### src/rtl/lss_pkg.sv
package lss_pkg;

    localparam int ActionWidth = 4;
    localparam int StampWidth  = 63;
    localparam int ExitWidth   = 8;
    localparam int StateWidth  = 3;

    // Event codes, shared by request action and delivered event.
    localparam logic [ActionWidth-1:0] EV_PRELOAD  = 4'd0;
    localparam logic [ActionWidth-1:0] EV_START    = 4'd1;
    localparam logic [ActionWidth-1:0] EV_BLUR     = 4'd2;
    localparam logic [ActionWidth-1:0] EV_FOCUS    = 4'd3;
    localparam logic [ActionWidth-1:0] EV_CONCEAL  = 4'd4;
    localparam logic [ActionWidth-1:0] EV_REVEAL   = 4'd5;
    localparam logic [ActionWidth-1:0] EV_FREEZE   = 4'd6;
    localparam logic [ActionWidth-1:0] EV_UNFREEZE = 4'd7;
    localparam logic [ActionWidth-1:0] EV_STOP     = 4'd8;
    localparam logic [ActionWidth-1:0] EV_OTHER    = 4'd9;

    // Lifecycle states.
    localparam logic [StateWidth-1:0] ST_UNSTARTED = 3'd0;
    localparam logic [StateWidth-1:0] ST_STARTED   = 3'd1;
    localparam logic [StateWidth-1:0] ST_BLURRED   = 3'd2;
    localparam logic [StateWidth-1:0] ST_CONCEALED = 3'd3;
    localparam logic [StateWidth-1:0] ST_FROZEN    = 3'd4;
    localparam logic [StateWidth-1:0] ST_STOPPED   = 3'd5;

    typedef struct packed {
        logic [ActionWidth-1:0] action;
        logic [StampWidth-1:0]  stamp;
        logic [ExitWidth-1:0]   exit_code;
    } req_t;

    typedef struct packed {
        logic [ActionWidth-1:0] delivered;
        logic [StampWidth-1:0]  stamp_out;
        logic                   resume_hook;
        logic                   suspend_hook;
        logic [StateWidth-1:0]  new_state;
        logic                   running;
        logic [ExitWidth-1:0]   exit_level;
        logic                   last;
    } rsp_t;

    typedef struct packed {
        logic                   hit;
        logic [ActionWidth-1:0] ev;
    } step_t;

    // Next transition on the way from state s toward the requested action.
    // hit clear means nothing (more) is delivered.
    function automatic step_t next_step(logic [ActionWidth-1:0] action,
                                        logic [StateWidth-1:0] s);
        step_t st;
        st.hit = 1'b0;
        st.ev  = EV_OTHER;
        case (action)
            EV_PRELOAD:
            begin
                st.hit = (s == ST_UNSTARTED);
                st.ev  = EV_PRELOAD;
            end
            EV_START:
            begin
                st.hit = 1'b1;
                st.ev  = (s == ST_UNSTARTED || s == ST_STARTED) ? EV_START : EV_FOCUS;
            end
            EV_BLUR:
            begin
                st.hit = (s == ST_STARTED);
                st.ev  = EV_BLUR;
            end
            EV_FOCUS, EV_REVEAL:
            begin
                if (s == ST_FROZEN)
                begin
                    st.hit = 1'b1;
                    st.ev  = EV_UNFREEZE;
                end
                else if (s == ST_CONCEALED)
                begin
                    st.hit = 1'b1;
                    st.ev  = EV_REVEAL;
                end
                else if (s == ST_BLURRED && action == EV_FOCUS)
                begin
                    st.hit = 1'b1;
                    st.ev  = EV_FOCUS;
                end
            end
            EV_CONCEAL, EV_FREEZE, EV_STOP:
            begin
                if (s == ST_STARTED)
                begin
                    st.hit = 1'b1;
                    st.ev  = EV_BLUR;
                end
                else if (s == ST_BLURRED)
                begin
                    st.hit = 1'b1;
                    st.ev  = EV_CONCEAL;
                end
                else if (s == ST_CONCEALED && action != EV_CONCEAL)
                begin
                    st.hit = 1'b1;
                    st.ev  = EV_FREEZE;
                end
                else if (s == ST_FROZEN && action == EV_STOP)
                begin
                    st.hit = 1'b1;
                    st.ev  = EV_STOP;
                end
            end
            EV_UNFREEZE:
            begin
                st.hit = (s == ST_FROZEN);
                st.ev  = EV_UNFREEZE;
            end
            default:
            begin
                st.hit = 1'b1;
                st.ev  = EV_OTHER;
            end
        endcase
        return st;
    endfunction

    function automatic logic [StateWidth-1:0] state_after(logic [ActionWidth-1:0] ev,
                                                          logic [StateWidth-1:0] s);
        logic [StateWidth-1:0] ns;
        ns = s;
        case (ev)
            EV_PRELOAD:  ns = ST_CONCEALED;
            EV_START:    ns = ST_STARTED;
            EV_BLUR:     ns = ST_BLURRED;
            EV_FOCUS:    ns = ST_STARTED;
            EV_CONCEAL:  ns = ST_CONCEALED;
            EV_REVEAL:   ns = ST_BLURRED;
            EV_FREEZE:   ns = ST_FROZEN;
            EV_UNFREEZE: ns = ST_CONCEALED;
            EV_STOP:     ns = ST_STOPPED;
            default:     ns = s;
        endcase
        return ns;
    endfunction

endpackage

### src/rtl/lifecycle_state_sequencer_unit.sv
// Lifecycle state sequencer.
// Request channel (req_valid/req_ready/req) carries one lifecycle event with
// its timestamp and, for stop, an error level. Response channel
// (rsp_valid/rsp_ready/rsp) carries the transitions the block delivers: zero
// to four per request, in order, the final one marked with last.
// A request sits in a work register; each cycle one transition is computed
// from it and the current state and loaded into the output register.
// Throughput: one transition per cycle while the receiver does not stall; a
// request holds the work register until its final transition goes out or it
// is dropped, and the next request is taken in the cycle its predecessor
// finishes, so single-transition requests stream at one per cycle.
// Reset: state goes to unstarted, stored error level to 0, both registers
// empty. When the receiver stalls, the output register holds its result and
// the work register holds the request; req_ready falls until space frees.
module lifecycle_state_sequencer_unit (
    input  logic          clk,
    input  logic          rst_n,
    input  logic          req_valid,
    output logic          req_ready,
    input  lss_pkg::req_t req,
    output logic          rsp_valid,
    input  logic          rsp_ready,
    output lss_pkg::rsp_t rsp
);

    logic                                 work_valid_reg;
    lss_pkg::req_t                        work_reg;
    logic                                 out_valid_reg;
    lss_pkg::rsp_t                        out_reg;
    logic [lss_pkg::StateWidth-1:0]       life_state_reg;
    logic [lss_pkg::StateWidth-1:0]       life_state_next;
    logic [lss_pkg::ExitWidth-1:0]        stored_exit_reg;
    logic [lss_pkg::ExitWidth-1:0]        stored_exit_next;

    lss_pkg::step_t step;
    lss_pkg::rsp_t  result;
    logic           out_free;
    logic           emit;
    logic           finish;
    logic           is_last;

    always_comb
    begin
        step     = lss_pkg::next_step(work_reg.action, life_state_reg);
        out_free = !out_valid_reg || rsp_ready;
        emit     = work_valid_reg && step.hit && out_free;
        is_last  = (step.ev == work_reg.action) || (work_reg.action == lss_pkg::EV_START)
                   || (step.ev == lss_pkg::EV_OTHER);
        // done with the held request: dropped, or its final transition goes out
        finish   = work_valid_reg && (!step.hit || (emit && is_last));

        life_state_next  = lss_pkg::state_after(step.ev, life_state_reg);
        stored_exit_next = (step.ev == lss_pkg::EV_STOP) ? work_reg.exit_code
                                                         : stored_exit_reg;

        result.delivered    = step.ev;
        result.stamp_out    = work_reg.stamp;
        result.resume_hook  = (step.ev == lss_pkg::EV_UNFREEZE)
                              && (life_state_reg == lss_pkg::ST_FROZEN);
        result.suspend_hook = (step.ev == lss_pkg::EV_FREEZE)
                              && (life_state_reg == lss_pkg::ST_CONCEALED);
        result.new_state    = life_state_next;
        result.running      = (life_state_next != lss_pkg::ST_STOPPED);
        result.exit_level   = stored_exit_next;
        result.last         = is_last;
    end

    assign req_ready = !work_valid_reg || finish;
    assign rsp_valid = out_valid_reg;
    assign rsp       = out_reg;

    always_ff @(posedge clk or negedge rst_n)
    begin
        if (!rst_n)
        begin
            work_valid_reg  <= 1'b0;
            out_valid_reg   <= 1'b0;
            life_state_reg  <= lss_pkg::ST_UNSTARTED;
            stored_exit_reg <= '0;
        end
        else
        begin
            if (req_valid && req_ready)
                work_valid_reg <= 1'b1;
            else if (finish)
                work_valid_reg <= 1'b0;

            if (emit)
            begin
                out_valid_reg   <= 1'b1;
                life_state_reg  <= life_state_next;
                stored_exit_reg <= stored_exit_next;
            end
            else if (rsp_ready)
                out_valid_reg <= 1'b0;
        end
    end

    always_ff @(posedge clk)
    begin
        if (req_valid && req_ready)
            work_reg <= req;
        if (emit)
            out_reg <= result;
    end

endmodule

### config.mk
export PLATFORM = sky130hd
export DESIGN_NAME = lifecycle_state_sequencer_unit
export DESIGN_NICKNAME = d
export VERILOG_FILES = /design/src/rtl/lss_pkg.sv /design/src/rtl/lifecycle_state_sequencer_unit.sv
export SDC_FILE = /design/constraint.sdc
export NUM_CORES = 1
export LEC_CHECK = 0
export BUFFER_PORTS_ARGS = -buffer_cell sky130_fd_sc_hd__buf_2
export CAP_MARGIN = 20
export CORE_AREA = 5 5 139 141
export DETAILED_ROUTE_END_ITERATION = 12
export DIE_AREA = 0 0 144 146
export HOLD_SLACK_MARGIN = 0.12
export SLEW_MARGIN = 20
export SYNTH_ARGS = -nofsm -noshare
export SYNTH_HDL_FRONTEND = slang
export SYNTH_SLANG_ARGS = --single-unit
### constraint.sdc
create_clock -name clk -period 5.4 [get_ports clk]
set_input_delay 0.27 -clock clk [delete_from_list [all_inputs] [get_ports clk]]
set_output_delay 0.27 -clock clk [all_outputs]
set_load 0.01 [all_outputs]
==> run summary <==
The final cell utilization of the core came out at 0.4791. The TritonCTS clock tree is done. The clock insertion delay at the later pin of the skew report came out at 0.43 ns. The critical path goes through nor4b_4, and2_1, o311a_1, o21ai_1, a211oi_1, a311oi_1, nor2b_4, buf_12. STA classifies the critical path startpoint as a flip-flop.

After synthesis, the mean cell area works out to 18.95 um2. The number of maximum-capacitance constraint violations is 0. The combined area of all synthesized cells is a little over 6000 um2.

The share of synthesized area in the top cell type comes to 0.7726. The first-pass detailed-route iteration total is 4. The most frequent cell after synthesis is edfxtp_1. The sum of negative setup slack came out at 0 ns. The total number of nets in the final design came out at 650. The global-route wire length before repair came out at 21.44 mm. The effective utilization at floorplan is 0.3420. The area of placed instances came out at slightly above 7000 um2. The most used flip-flop cell after synthesis is edfxtp_1. The synthesis-stage register bit count is 170.

The worst setup path is of the flip-flop to flip-flop kind. Dividing the detail-routed wire length by the instance count gives 16.70 um. The leakage power came out at 3.367 nW. The die is 144 um wide. In this run the worst hold path is classified as input port to flip-flop. The via count of the first global-routing pass was 3,910. The final setup skew came out at 0.01561 ns. Counting instances in the post-synthesis netlist gives the leading cell types as 157 x edfxtp_1, 37 x nand2_1, 13 x dfrtp_1, 13 x inv_1. The delay of the slowest cell on the worst path is between 0.7 and 0.8 ns. The arrival time at the worst endpoint is around 4.1 ns. In this run the power density over the cells is 466.1 nW/um2. The number of vias per cell came out at 4.573.

The transition time of the tightest slew-check pin came out at about 0.81 ns. The number of flip-flops in the largest register came out at 82. The peak ir drop on the vdd network is 285.3 uV. The detail route stage leaves a number of antenna-violating nets equal to 0. On the critical path the largest part of the delay comes from simple AND/OR/NAND/NOR gates.

Clock-pin slew was measured on the worst setup and hold paths at 0.07 ns. Counting every instance in the synthesized netlist gives 322. Detailed placement ended at an HPWL of 9.007 mm. The CTS sink count is 170. The post-route minimum period came out at around 4 ns. The max-slew violation count came to 0.

Counting both buffers and inverters, the worst setup path holds a total of 1. The level count of the clock H-tree is 4. The total core area came out at 17,840 um2. The final number of setup-violating endpoints came out at 0. The aggregate global routing overflow is 0. The total number of vias came out at approximately 3,700. The fill cell total of the finished layout came out at 1,493. Dividing the final minimum period by the clock period gives 0.7380.

The largest area contributor in the netlist is edfxtp_1. The die outline area is ~21,000 um2. Entering global routing, the biggest net connects 54 pins. The count of inserted antenna diode cells is 0.

The number of enable-type register cells in the synthesized netlist is between 150 and 200. The proportion of register bits with asynchronous set or reset after synthesis is 0.07647. The number of endpoints with negative hold slack in the final report is 0.

The count of buffers from port buffering is 162. After the first detailed-routing iteration, the DRC count stood at about 350. The worst pin sits at a relative slew slack of 0.4572.

The total number of yosys warnings is 0. The critical path data required time came out at between 5 and 6 ns. The number of different library cells used by synthesis comes to 56.

The flow ran to the end, and the final reports show no timing, DRC or antenna violations. The maximum fanout along the worst path is 50. The share of the Yosys chip area taken by registers is 0.8259. The clock root buffer is clkbuf_16. Wires add up to 13.58 mm.

The slowest stage of the critical path is the edfxtp_1 cell. The TritonCTS buffer count is 17. In the final layout, the share of cells above drive strength 1 is 0.3870. The vertical die dimension is 146 um. The post-synth net total came out at 401. In the global route stage, overall resource usage came out at 0.1335.

By area the synthesized netlist is led by edfxtp_1 77%, dfrtp_1 5.3%, nand2_1 2.3%, buf_6 1.1%, mux2_2 0.92%. After clock tree synthesis, the setup repair step added 0 buffers. The DRC violation count after routing came out at 0.

The number of rows in the core area came out at a little under 50. The sort of element at the end of the critical path is a flip-flop. The maximum clock insertion buffer count came out at 2.

Setup repair after global routing left no endpoint under its margin. In this run the count of I/O pins placed on the die edge is 163. The final weighted congestion in routability-driven placement is 0.7801. The number of antenna violations at the first check in global routing is 1.

The area of all placed cells without fillers came out at 8548 um2. Timing would allow up to 250.9 MHz. The growth of design area from synthesis to finish is 40.09%.
[power breakdown]
group	switching [mW]	leakage (nW)	internal (mW)
Clock	0.569	0.300	0.673
Sequential	0.136	1.66	1.81
Combinational	0.476	1.41	0.324
Total	1.18	3.37	2.80
[timing repair]
item	CTS	global route
hold endpoints to repair	89	0
resized for setup	0	0
hold buffers	77	0
[worst paths after layout]
kind | start | endpoint | slack, ns | cells after the start
hold / removal | rsp_ready | rsp_valid | 0.22 | 3
hold reg to reg | result[47] | rsp[47] | 0.42 | 0
max in group asynchronous | rst_n | work_valid_reg | 4.88 | 2
setup / recovery | work_reg[74] | result[74] | 1.41 | 8
setup reg to reg | work_reg[74] | result[74] | 1.41 | 8
min in group asynchronous | rst_n | life_state_reg[2] | 0.28 | 2
[cell families (layout without fill, tap and decap cells)]
logic type | after synthesis | after routing | share of synthesized area
adders and majority gates | 1 | 1 | 0.001845
muxes | 10 | 10 | 0.01989
DFF | 170 | 170 | 0.8259
and+or+nand+nor | 71 | 71 | 0.06295
xor gates and xnor gates | 1 | 1 | 0.001436
AOI/OAI and AO/OA | 44 | 44 | 0.06213
buffers and inverters | 25 | 287 | 0.02584
[area by class of cell]
type / instances / area [um2] / share of cell area
well taps: 229 / 286.5 / 0.03352
flip-flops and latches: 170 / 5040 / 0.5896
clock buffers: 17 / 425.4 / 0.04977
clock inverters: 15 / 198.9 / 0.02327
repair buffers: 242 / 1629 / 0.1906
inverters: 13 / 48.80 / 0.005708
multi-input cells: 127 / 919.6 / 0.1076
[through the flow]
stage | setup slack (ns) | total power, mW | hold slack (ns) | cells
after floorplan | 1.172 | 2.426 | -0.02559 | 322
after global placement | 1.577 | 2.700 | 0.1801 | 704
after detailed placement | 1.411 | 2.725 | 0.1812 | 704
after CTS | 1.429 | 4.018 | 0.1951 | 813
after global routing | 1.092 | 4.183 | 0.2345 | 813
final | 1.415 | 3.985 | 0.2186 | 813
[cell usage in the layout, fill, tap and decap left out, types with 3 or more instances in the layout]
master and n:
a21oi_1 7, a31oi_1 3, buf_2 162, clkbuf_16 17, clkinv_8 4, dfrtp_1 13
dlygate4sd3_1 77, edfxtp_1 157, inv_1 13, inv_8 4, mux2_2 5, mux2_4 3
nand2_1 37, nor2_1 6, nor2b_1 4, nor2b_4 3, o21ai_0 7
[routing by layer]
layer  vias to the layer above  global-route usage  part of all wire
li1                       1726                   -                 -
met1                      1741              0.1693              0.40
met2                       229              0.1983              0.46
met3                        20             0.06704              0.13
met4                         2             0.04614             0.014
met5                         -                   0           0.00096
[worst min-delay path: stages]
cell and delay, ns:
buf_2 0.07, nand2b_1 0.18, nand2_1 0.07
Power figures use the tool's default switching activity.
